## config.mk

```make
export PLATFORM = sky130hd
export DESIGN_NAME = tpld_ctrl
export DESIGN_NICKNAME = d
export VERILOG_FILES = /design/src/rtl/core/tpld_pkg.sv /design/src/rtl/core/tpld_ctrl.sv
export SDC_FILE = /design/constraint.sdc
export NUM_CORES = 1
export LEC_CHECK = 0
export ABC_AREA = 0
export CAP_MARGIN = 20
export CORE_UTILIZATION = 30
export CTS_BUF_LIST = sky130_fd_sc_hd__clkbuf_4
export DETAILED_ROUTE_END_ITERATION = 6
export DONT_BUFFER_PORTS = 1
export PLACE_DENSITY = 0.43
export SYNTH_ARGS = -nofsm -noshare
export SYNTH_HDL_FRONTEND = slang
export SYNTH_SLANG_ARGS = --single-unit
```

## constraint.sdc

```tcl
create_clock -name clock -period 4.8 [get_ports clock]
set_clock_uncertainty 0.1 [all_clocks]
set_input_delay 0.24 -clock clock [delete_from_list [all_inputs] [get_ports clock]]
set_output_delay 0.24 -clock clock [all_outputs]
set_load 0.02 [all_outputs]
```

## src/rtl/core/tpld_pkg.sv

```systemverilog
// shared types, constants and codes for the two-plane line draw engine
// no dependencies; used by tpld_ctrl, tpld_datapath and the top level
package tpld_pkg;

   // display geometry and coordinate width
   localparam int DISPLAY_WIDTH  = 800;
   localparam int DISPLAY_HEIGHT = 480;
   localparam int COORD_BITS     = 12;

   // bits per plane byte, and the shift from pixel position to byte index
   localparam int BYTE_BITS  = 8;
   localparam int BYTE_SHIFT = 3;

   localparam int PLANE_BYTES = (DISPLAY_WIDTH * DISPLAY_HEIGHT + BYTE_BITS - 1) / BYTE_BITS;
   localparam int ADDR_BITS   = (PLANE_BYTES > 1) ? $clog2(PLANE_BYTES) : 1;
   localparam int POS_BITS    = $clog2(DISPLAY_WIDTH * DISPLAY_HEIGHT);
   localparam int XPOS_BITS   = $clog2(DISPLAY_WIDTH);
   localparam int YPOS_BITS   = (DISPLAY_HEIGHT > 1) ? $clog2(DISPLAY_HEIGHT) : 1;

   // internal coordinate width: room for differences and the error term
   localparam int LW = COORD_BITS + 2;

   typedef logic signed [LW-1:0] coord_type;
   typedef logic [ADDR_BITS-1:0] addr_type;

   // request actions
   localparam logic [2:0] ACT_LINE  = 3'd0;
   localparam logic [2:0] ACT_RECT  = 3'd1;
   localparam logic [2:0] ACT_FILL  = 3'd2;
   localparam logic [2:0] ACT_CLEAR = 3'd3;
   localparam logic [2:0] ACT_READ  = 3'd4;

   // ink codes, anything else is white
   localparam logic [1:0] INK_BLACK = 2'd1;
   localparam logic [1:0] INK_RED   = 2'd2;

   typedef struct packed {
      logic [2:0]                   action;
      logic signed [COORD_BITS-1:0] start_x;
      logic signed [COORD_BITS-1:0] start_y;
      logic signed [COORD_BITS-1:0] end_x;
      logic signed [COORD_BITS-1:0] end_y;
      logic [1:0]                   ink;
      logic [15:0]                  read_index;
   } req_type;

   // also the layout of one plane memory word
   typedef struct packed {
      logic [BYTE_BITS-1:0] black_byte;
      logic [BYTE_BITS-1:0] red_byte;
   } rsp_type;

   // where the current line's endpoints come from
   typedef enum logic [2:0] {
      SRC_DIRECT,
      SRC_EDGE0,
      SRC_EDGE1,
      SRC_EDGE2,
      SRC_EDGE3,
      SRC_ROW
   } src_type;

   typedef struct packed {
      logic    take_req;
      logic    load_line;
      logic    calc_abs;
      logic    calc_steep;
      logic    calc_order;
      logic    step;
      logic    fill_init;
      logic    next_row;
      logic    clear_wr;
      logic    rsp_load;
      src_type src;
   } cmd_type;

   typedef struct packed {
      logic run_last;
      logic pipe_idle;
      logic clear_last;
      logic fill_empty;
      logic fill_last_row;
      logic rsp_free;
   } sts_type;

endpackage

```

## src/rtl/core/tpld_ctrl.sv

```systemverilog
// command sequencer for the two-plane line draw engine
// depends on tpld_pkg; drives tpld_datapath through cmd_type, reads sts_type
module tpld_ctrl (
   input  logic              clock,
   input  logic              reset,
   input  logic              req_valid,
   input  logic [2:0]        req_action,
   output logic              req_ready,
   input  tpld_pkg::sts_type sts,
   output tpld_pkg::cmd_type cmd
);

   typedef enum logic [3:0] {
      ST_CLEAR,
      ST_IDLE,
      ST_FILL_INIT,
      ST_FILL_CHECK,
      ST_LOAD,
      ST_ABS,
      ST_STEEP,
      ST_ORDER,
      ST_RUN,
      ST_DRAIN,
      ST_RD_ISSUE,
      ST_RD_WAIT
   } state_type;

   state_type         state_ff;
   tpld_pkg::src_type src_ff;

   always_ff @(posedge clock) begin
      if (reset) begin
         state_ff <= ST_CLEAR;
         src_ff   <= tpld_pkg::SRC_DIRECT;
      end else begin
         unique case (state_ff)
            ST_CLEAR: begin
               if (sts.clear_last) state_ff <= ST_IDLE;
            end
            ST_IDLE: begin
               if (req_valid) begin
                  priority case (req_action)
                     tpld_pkg::ACT_LINE: begin
                        src_ff   <= tpld_pkg::SRC_DIRECT;
                        state_ff <= ST_LOAD;
                     end
                     tpld_pkg::ACT_RECT: begin
                        src_ff   <= tpld_pkg::SRC_EDGE0;
                        state_ff <= ST_LOAD;
                     end
                     tpld_pkg::ACT_FILL:  state_ff <= ST_FILL_INIT;
                     tpld_pkg::ACT_CLEAR: state_ff <= ST_CLEAR;
                     tpld_pkg::ACT_READ:  state_ff <= ST_RD_ISSUE;
                     default:             state_ff <= ST_IDLE;
                  endcase
               end
            end
            ST_FILL_INIT: state_ff <= ST_FILL_CHECK;
            ST_FILL_CHECK: begin
               if (sts.fill_empty) begin
                  state_ff <= ST_DRAIN;
               end else begin
                  src_ff   <= tpld_pkg::SRC_ROW;
                  state_ff <= ST_LOAD;
               end
            end
            ST_LOAD:  state_ff <= ST_ABS;
            ST_ABS:   state_ff <= ST_STEEP;
            ST_STEEP: state_ff <= ST_ORDER;
            ST_ORDER: state_ff <= ST_RUN;
            ST_RUN: begin
               if (sts.run_last) begin
                  unique case (src_ff)
                     tpld_pkg::SRC_EDGE0: begin
                        src_ff   <= tpld_pkg::SRC_EDGE1;
                        state_ff <= ST_LOAD;
                     end
                     tpld_pkg::SRC_EDGE1: begin
                        src_ff   <= tpld_pkg::SRC_EDGE2;
                        state_ff <= ST_LOAD;
                     end
                     tpld_pkg::SRC_EDGE2: begin
                        src_ff   <= tpld_pkg::SRC_EDGE3;
                        state_ff <= ST_LOAD;
                     end
                     tpld_pkg::SRC_ROW: begin
                        state_ff <= sts.fill_last_row ? ST_DRAIN : ST_LOAD;
                     end
                     default: state_ff <= ST_DRAIN;
                  endcase
               end
            end
            ST_DRAIN: begin
               if (sts.pipe_idle) state_ff <= ST_IDLE;
            end
            ST_RD_ISSUE: state_ff <= ST_RD_WAIT;
            ST_RD_WAIT: begin
               if (sts.rsp_free) state_ff <= ST_IDLE;
            end
            default: state_ff <= ST_IDLE;
         endcase
      end
   end

   assign req_ready = (state_ff == ST_IDLE);

   always_comb begin
      cmd            = '0;
      cmd.src        = src_ff;
      cmd.take_req   = (state_ff == ST_IDLE) && req_valid;
      cmd.load_line  = (state_ff == ST_LOAD);
      cmd.calc_abs   = (state_ff == ST_ABS);
      cmd.calc_steep = (state_ff == ST_STEEP);
      cmd.calc_order = (state_ff == ST_ORDER);
      cmd.step       = (state_ff == ST_RUN);
      cmd.fill_init  = (state_ff == ST_FILL_INIT);
      cmd.next_row   = (state_ff == ST_RUN) && sts.run_last
                       && (src_ff == tpld_pkg::SRC_ROW) && !sts.fill_last_row;
      cmd.clear_wr   = (state_ff == ST_CLEAR);
      cmd.rsp_load   = (state_ff == ST_RD_WAIT) && sts.rsp_free;
   end

endmodule

```

* Word-level counts from Yosys, hierarchy flattened *
Index checks and enable logic that the tools add are counted.

storage, ports and cells
  register bits after elaboration = 7
  output and inout bits = 14
  logic and storage cells = 58
  input port bits = 12

cells by class
  equality and inequality tests = 27
  reductions and logical operators = 13
  mux-type cells = 16

operators with widths
  cell                                                  count
  one-hot mux 4 bit (12 select lines)                   1
  two-way mux 4 bit                                     7
  one-hot mux 3 bit (3 select lines)                    2
  equality test 4 x 3 -> 1 bit (second input constant)  4
  equality test 4 bit (second input constant)           4
  one-hot mux 4 bit (4 select lines)                    1
  equality test 3 x 2 -> 1 bit (second input constant)  4
  != test 2 bit (second input constant)                 6
  two-way mux 3 bit                                     3
  equality test 4 x 2 -> 1 bit (second input constant)  2
  one-hot mux 4 bit (2 select lines)                    1
  equality test 3 x 1 -> 1 bit (second input constant)  2
  equality test 3 bit (second input constant)           2
  one-hot mux 3 bit (2 select lines)                    1
  AND reduction 6 bit                                   1
  logical AND 1 bit                                     5
  AND reduction 5 bit                                   1
  equality test 4 x 1 -> 1 bit (second input constant)  1
  logical NOT 4 bit                                     1
  != test 4 x 1 -> 1 bit (second input constant)        1
  logical NOT 3 bit                                     1
  != test 3 x 1 -> 1 bit (second input constant)        1
  nonzero test 3 bit                                    1
  OR reduction 3 bit                                    1
  other kinds (2)                                       2

* Longest topological paths before layout *
Gate-level depths: netlist of the first run.

  depth after elaboration = 5
  depth in mapped cells = 6
  mapped depth without buffers = 4

* Worst setup path after synthesis of the first run *
Ideal clock, no wire load.

  kind = flip-flop to output port
  from = register state_ff[0]
  to = output port cmd[5] (netlist bit)
  cell stages (with the launch flop) = 5
  path slack = 2.688 ns
  path buffers = 1
  arrival time = 1.772 ns
  path through = dfxtp_1 -> buf_6 -> nor4b_4 -> nand2_1 -> nor4_1

RTL lines
  item                      line             RTL
  start: declaration        tpld_ctrl.sv:28  state_type state_ff;
  start signal: assignment  tpld_ctrl.sv:87  state_ff <= sts.fill_last_row ? ST_DRAIN : ST_LOAD;
  end: declaration          tpld_ctrl.sv:10  output tpld_pkg::cmd_type cmd

==> impl_metrics.ini, run 1 <==
[layout]
layout.nets = 105
drive_gt1_frac = 0.120
final_util = 0.344
n_antenna_cell = 0
syn_to_final_growth_pct = 7.98
finalInstanceArea_sq_um = 762

[detailed_routing]
drtIter0Drc = 14
via_per_inst = 6.13
final_antenna_net_count = 0
wl_per_cell_microns = 15.8
drt-pass1-iter-count = 4
wirelength_mm = 1.89
vias = 736
route.detailed.drc = 0

[clocking]
cts_tree = built
cts_buffers = 3
cts_setup_buffers = 0
clk_latency_ns = 0.26
ctsHoldBuffers = 1
htree_levels = 1
cts_resized = 0
cts.sinks = 7
clk_pin_slew_ns = 0.06
cts_buffer_depth = 2
root_buffer = clkbuf_4

[worst_setup_path]
cp.required_ns = 4.46
critPathKind = flop to primary output
crit_chain = nor4b_4 -> nand2_1 -> nor4_1
r2r_slack_ns = 2.56
r2r-start = state_ff[3]
cp.arrival_ns = 2.35
slowest_stage = nor4_1
cp_max_fo = 16
max_stage_delay_ns = 0.73
start_kind = flop
crit_path_start = state_ff[3]
reg2reg_to = state_ff[0]
end_kind = primary output
reg2regPathDepth = 4
cp-endpoint = cmd[5]

[sta]
worst_slew_pin_slew_ns = 0.867
whs_ns = 0.0702
rsz0062_at_grt = false
relSlewSlack = 0.417
fin_crit_sh = 0.560
clock.fmax_mhz = 372
slew_violations = 0
setup_viol = 0
fin_crit_ns = 2.69
tns_ns = 0
hold_viol = 0
setup_ws_ns = 2.11

[yosys]
synth_area_leader_cell = dfxtp_1
synth_top_family_by_area = simple AND/OR/NAND/NOR gates
synth-compound-area-share = 0.259
synth_area_leaders = dfxtp_1 (20%), nor3b_1 (5.3%), nor2_1 (4.8%), nand2b_1 (3.5%), nor4b_4 (3.4%)
ys_seq_area_frac = 0.199
synth_nets = 103
synth_seq_cells = 7
syn_area_sq_um = 706
synth_fa_ha_area_frac = 0
ys_types = 44
ys.flop_type = dfxtp_1
avgSynthCellArea_sq_um = 7.75
synth_top_area_share = 0.199
synthSimpleGateAreaFrac = 0.433
synth-async-reset-ratio = 0
synthXorXnorAreaFrac = 0.0124
synth_edf_count = 0
syn_inst = 91
synth_mux_area_frac = 0.0284
yosysWarnings = 0

[grt]
grt_pass1_vias = 678
antenna_found_initial = 0
track_usage = 0.166
grt_start_max_net_pins = 19
overflow = 0
grt_pass1_wl_mm = 3.19

[power_and_ir_drop]
p_leak_uw = 0.000244
powerDensity_nw_per_um2 = 256
ir_worst_vdd_v = 0.0000764

[floorplanning]
start_util = 0.319
chipHeight_microns = 50.5
core_area_sq_um = 2210
die_w_microns = 50.5
dieArea_sq_um = 2550
row_count = 17
io_pins = 26

[status]
outcome = finished clean

[placement]
dp.final_hpwl_mm = 1.42
dpl-instance-area_sq_um = 722
place_ws_ns = 2.36
port-buffer-count = 0
place.gp.congestion = 0.752

[min_path]
hold_path.class = input pin to flop

[job]
max_cap_violations = 0
==> registers in the layout, summed over array words and instances, names as in the netlist <==
signal and cells:
src_ff 3, state_ff 4
==> power breakdown <==
part | leakage, uW | internal, uW | switching [uW]
Clock | 0.0000184 | 37.6 | 25.6
Combinational | 0.000169 | 25.1 | 30.0
Sequential | 0.0000569 | 61.7 | 14.7
Total | 0.000244 | 124 | 70.4
==> layout by cell type (no fill, tap or decap), drive strengths merged, types with 2 or more instances in the layout <==
cell and instances:
nor2 9, a21oi 4, o21ai 2, nor2b 3, nor3 2, nand2 5, and2 2, buf 2
clkbuf 4, nor4 3, nand3 2, nor4b 3, mux2i 2, nand2b 4, or3b 2, dfxtp 7
nor4bb 2, o21bai 2, inv 4, nor3b 5, o31ai 3
==> routing by layer <==
metal | track usage | wire [microns]
met1 | 0.228 | 871
met2 | 0.236 | 826
met3 | 0.0455 | 143
met4 | 0.0833 | 50
met5 | 0 | 0
==> worst min-delay path by stage <==
stage                   to  cells past startpoint   start
2_1_floorplan  state_ff[1]                      1   reset
3_3_place_gp   state_ff[1]                      1   reset
3_5_place_dp   state_ff[1]                      1   reset
4_1_cts        state_ff[1]                      2  sts[0]
5_1_grt        state_ff[1]                      2  sts[0]
6_report       state_ff[1]                      2  sts[0]
==> critical path: cells and delay by family, from the launching register on <==
kind / cells / cell delay, ns
and+or+nand+nor: 3 / 1.48
DFF: 1 / 0.61
==> synthesized netlist by cell type (2+ instances only) <==
cell,instances
nor4b_1,2
nor3_1,2
and2_1,2
dfxtp_1,7
nor3b_1,5
buf_2,3
nand3_1,2
nand2b_1,4
a21oi_1,4
o21bai_1,2
nor4bb_1,2
mux2i_1,2
inv_1,4
o31ai_1,3
nor4_1,3
nand2_1,5
nor2_1,9
clkbuf_1,2
nor2b_1,3
==> stage by stage <==
stage                     cells  total power [uW]
after floorplan              91               121
after global placement      115               132
after detailed placement    115               132
after CTS                   120               196
after global routing        120               207
final                       120               195
==> cell families after synthesis <==
logic type,after synthesis
and+or+nand+nor,47
AOI/OAI and AO/OA,24
buffers and inverters,10
DFF,7
muxes,2
xor gates and xnor gates,1
==> area by class of cell <==
class                   instances  area (sq um)
well taps                      28          35.0
inverters                       4          15.0
clock buffers                   4          30.0
fillers                       240          1450
flip-flops and latches          7           140
multi-input cells              74           517
repair buffers                  3          25.0
(Power assumes the default switching activity.)
==> inputs of run 2 (changes only) <==
- ABC_AREA: 0 -> 1
- clock period: 4.8 -> 2.7 ns (I/O delays scaled with it)
==> impl_metrics.ini, run 2 <==
[sta]
tns_ns = 0
setup_viol = 0
relSlewSlack = 0.562
clock.fmax_mhz = 528
worst_slew_pin_slew_ns = 0.652
fin_crit_sh = 0.702
hold_viol = 0
slew_violations = 0
rsz0062_at_grt = false
fin_crit_ns = 1.90

[yosys]
ys_seq_area_frac = 0.215
synth_area_leader_cell = dfxtp_1
yosysWarnings = 0
syn_area_sq_um = 652
yosysMostFrequentCell = nand2_1
synthXorXnorAreaFrac = 0
ys.flop_type = dfxtp_1
synth-async-reset-ratio = 0
synth_area_leaders = dfxtp_1 (21%), nand2_1 (14%), nand3_1 (12%), nor2_1 (12%), inv_1 (8.6%)
synth_mux_area_frac = 0
synth_fa_ha_area_frac = 0
synth_seq_cells = 7
syn_inst = 117
synth_nets = 129
ys_types = 19
synth_top_family_by_area = simple AND/OR/NAND/NOR gates
synth_edf_count = 0
synth_commonest_cells = nand2_1 (25), nor2_1 (20), inv_1 (15), nand3_1 (15), o21ai_0 (8)
synth_top_area_share = 0.215
avgSynthCellArea_sq_um = 5.57
synth-compound-area-share = 0.138
synthSimpleGateAreaFrac = 0.537

[clocking]
htree_levels = 1
cts_setup_buffers = 0
cts.sinks = 7
cts_buffer_depth = 2
cts_tree = built
root_buffer = clkbuf_4
clk_pin_slew_ns = 0.05
clk_latency_ns = 0.25
cts_buffers = 3

[worst_setup_path]
r2r-start = state_ff[3]
reg2regPathDepth = 7
reg2reg_to = state_ff[1]
critPathKind = flop to primary output
r2r_slack_ns = 1.16
cp_max_fo = 8
cp.arrival_ns = 1.66
start_kind = flop
cp.required_ns = 2.47
end_kind = primary output

[grt]
antenna_found_initial = 0
grt_start_max_net_pins = 9
grt_pass1_wl_mm = 2.99
grt_pass1_vias = 700
overflow = 0
track_usage = 0.164

[layout]
syn_to_final_growth_pct = 11.3
reg.largest.list = state_ff: 4 flops, src_ff: 3 flops
finalInstanceArea_sq_um = 726
n_antenna_cell = 0
top_register = state_ff
largest_reg_flops = 4
drive_gt1_frac = 0.156
layout.nets = 135
layout_commonest_cell = nand2_1
layout_common_cells = nand2_1 (25), nor2_1 (20), inv_1 (15), nand3_1 (15), o21ai_0 (8)

[min_path]
hold_path.class = input pin to flop
hold_path_end = state_ff[2]
hold_start = sts[2]
hold_depth = 3

[placement]
port-buffer-count = 0
dp.final_hpwl_mm = 1.47
place.gp.congestion = 0.858
dpl-instance-area_sq_um = 686

[power_and_ir_drop]
powerDensity_nw_per_um2 = 924
ir_worst_vdd_v = 0.000320
p_leak_uw = 0.000346

[floorplanning]
core_area_sq_um = 2000
row_count = 16
start_util = 0.326
chipHeight_microns = 48.6
io_pins = 26
die_w_microns = 48.6
dieArea_sq_um = 2360

[detailed_routing]
final_antenna_net_count = 0
drt-pass1-iter-count = 4
wirelength_mm = 1.75
wl_per_cell_microns = 11.7
drtIter0Drc = 16
via_per_inst = 4.74
vias = 707
route.detailed.drc = 0

[status]
outcome = finished clean

[job]
max_cap_violations = 0
[run 2: worst max-delay path by stage]
stage	start	end	slack, ns	cells past startpoint
3_5_place_dp	state_ff[0]	cmd[5]	1.06	5
4_1_cts	state_ff[0]	cmd[5]	0.78	5
6_report	state_ff[0]	cmd[5]	0.80	5
3_3_place_gp	state_ff[0]	cmd[5]	1.08	5
2_1_floorplan	state_ff[0]	cmd[5]	1.19	5
5_1_grt	state_ff[0]	cmd[5]	0.69	5
[run 2: per-layer routing]
| metal | share of wire | global-route usage |
|---|---|---|
| met1 | 0.48 | 0.202 |
| met5 | 0 | 0 |
| met4 | 0.018 | 0.0882 |
| met3 | 0.053 | 0.0189 |
| met2 | 0.45 | 0.278 |
[run 2: cell type report]
class,instances,area (sq um)
Fill cell,236,1280
Multi-Input combinational cell,91,440
Sequential cell,7,140
Inverter,19,71.3
Tap cell,27,33.8
Clock buffer,4,30.0
Timing Repair Buffer,1,10.0
[run 2: cell families after synthesis]
logic type,count (synthesis)
AOI/OAI and AO/OA,16
buffers and inverters,19
DFF,7
and+or+nand+nor,75
[run 2: timing repair]
action                     CTS  global route
hold buffers                 1             0
hold endpoints to repair     7             0
setup endpoints to repair    0             0
resized for setup            0             0
[run 2: per-stage QoR]
step | cells | hold slack [ns] | util | total power (uW) | worst slack [ns]
floorplan | 117 | 0.104 | - | 491 | 1.19
finish | 149 | 0.0465 | 0.363 | 670 | 0.804
global route | 149 | 0.0510 | 0.363 | 740 | 0.693
CTS | 149 | 0.0435 | 0.363 | 675 | 0.779
detailed placement | 144 | 0.108 | 0.343 | 563 | 1.06
global placement | 144 | 0.109 | 0.343 | 573 | 1.08
[run 2: power breakdown]
group | switching, uW | internal (uW) | total [uW]
registers | 42.8 | 129 | 172
clock network | 38.2 | 66.4 | 105
logic | 285 | 109 | 394
[run 2: worst max-delay path, cell delays in order (launching register included)]
cell	delay (ns)
dfxtp_1	0.36
inv_2	0.13
nand2_4	0.08
nor2_4	0.26
inv_2	0.08
nor3_1	0.49
==> inputs of run 3 (changes only) <==
- clock period: 2.7 -> 1.9 ns (I/O delays scaled with it)
==> impl_metrics.ini, run 3 (synthesis gave the netlist of run 2 again) <==
[status]
outcome = finished clean

[floorplanning]
core_area_sq_um = 2000
io_pins = 26
dieArea_sq_um = 2360
row_count = 16
start_util = 0.326
die_w_microns = 48.6
chipHeight_microns = 48.6

[sta]
clock.fmax_mhz = 592
setup_viol = 0
worst_slew_pin_slew_ns = 0.385
fin_crit_sh = 0.889
fin_crit_ns = 1.69
relSlewSlack = 0.742
hold_viol = 0
slew_violations = 0
tns_ns = 0
rsz0062_at_grt = false

[layout]
reg.largest.list = state_ff: 4 flops, src_ff: 3 flops
layout.nets = 140
top_register = state_ff
syn_to_final_growth_pct = 17.1
drive_gt1_frac = 0.189
largest_reg_flops = 4
layout_commonest_cell = nand2_1
n_antenna_cell = 0
layout_common_cells = nand2_1 (25), nor2_1 (20), inv_1 (15), nand3_1 (15), o21ai_0 (8)

[power_and_ir_drop]
switching_power_uw = 514
p_comb_frac = 0.611
seqPwrFrac = 0.237
switching_share = 0.528
pwr-share-clk = 0.152
intPower_uw = 459
power_uw = 973
powerDensity_nw_per_um2 = 1270
p_leak_uw = 0.000373
ir_worst_vdd_v = 0.000473

[detailed_routing]
drt-pass1-iter-count = 4
wirelength_mm = 1.67
drtIter0Drc = 16
route.detailed.drc = 0
wl_per_cell_microns = 10.8
vias = 748
final_antenna_net_count = 0
via_per_inst = 4.86

[grt]
antenna_found_initial = 0
grt_start_max_net_pins = 9
grt_pass1_wl_mm = 2.76
overflow = 0
grt_pass1_vias = 680
track_usage = 0.152

[worst_setup_path]
cp.arrival_ns = 1.49
cp_max_fo = 8
end_kind = primary output
start_kind = flop
critPathKind = flop to primary output
cp.required_ns = 1.70

[clocking]
clk_latency_ns = 0.25
cts.sinks = 7
cts_buffers = 3
cts_setup_buffers = 0
root_buffer = clkbuf_4
cts_tree = built
htree_levels = 1
cts_buffer_depth = 2
clk_pin_slew_ns = 0.05

[placement]
dp.final_hpwl_mm = 1.42
port-buffer-count = 0
place.gp.congestion = 0.817

[min_path]
hold_path.class = input pin to flop

[job]
max_cap_violations = 0
==> run 3: changes by cell type in the layout (fill, tap and decap cells not counted), sizes merged <==
cell,change
buf,+5
==> run 3: worst paths after layout <==
check / from / endpoint / slack (ns) / cells past startpoint
min reg2reg: src_ff[1] / src_ff[1] / 0.43 / 2
max reg2reg: state_ff[0] / src_ff[2] / 0.40 / 7
min: sts[0] / state_ff[1] / 0.008 / 3
max: state_ff[0] / cmd[5] / 0.21 / 6
==> run 3: final cells by class <==
| class | instances | area, sq um |
|---|---|---|
| Clock buffer | 4 | 30.0 |
| Fill cell | 228 | 1240 |
| Inverter | 19 | 71.3 |
| Multi-Input combinational cell | 91 | 440 |
| Sequential cell | 7 | 140 |
| Tap cell | 27 | 33.8 |
| Timing Repair Buffer | 6 | 47.5 |
==> run 3: through the flow <==
step / std cells / hold slack [ns] / util / worst slack (ns) / instance area [sq um]
2_1_floorplan: 117 / 0.0641 / - / 0.427 / 652
5_1_grt: 154 / 0.0201 / 0.381 / 0.0877 / 763
6_report: 154 / 0.00830 / 0.381 / 0.211 / 763
4_1_cts: 154 / 0.00950 / 0.381 / 0.181 / 763
3_3_place_gp: 149 / 0.0698 / 0.361 / 0.336 / 723
3_5_place_dp: 149 / 0.0703 / 0.361 / 0.388 / 723
==> run 3: worst max-delay path, cell delays in order, from the launching register on <==
cell and delay (ns):
dfxtp_1 0.36, inv_2 0.14, nand2_4 0.08, nor2_4 0.26
inv_2 0.09, nor3_1 0.14, buf_4 0.17
==> run 3: power groups by stage <==
stage | Combinational [uW] | Clock [uW] | Sequential, uW
2_1_floorplan | 463 | 0 | 235
3_3_place_gp | 601 | 0 | 237
3_5_place_dp | 592 | 0 | 235
4_1_cts | 599 | 155 | 231
5_1_grt | 679 | 164 | 238
6_report | 594 | 148 | 231
==> run 3: repair_timing <==
action	4_1_cts	5_1_grt
hold buffers	1	0
hold endpoints to repair	7	0
gates resized for setup	0	0
==> run 3: metal layers <==
layer | part of all wire | GRT usage | vias up
met2 | 0.45 | 0.231 | 22
met4 | 0.029 | 0.118 | 0
met3 | 0.060 | 0.0314 | 5
met5 | 0 | 0 | -
met1 | 0.46 | 0.186 | 321
li1 | - | - | 400
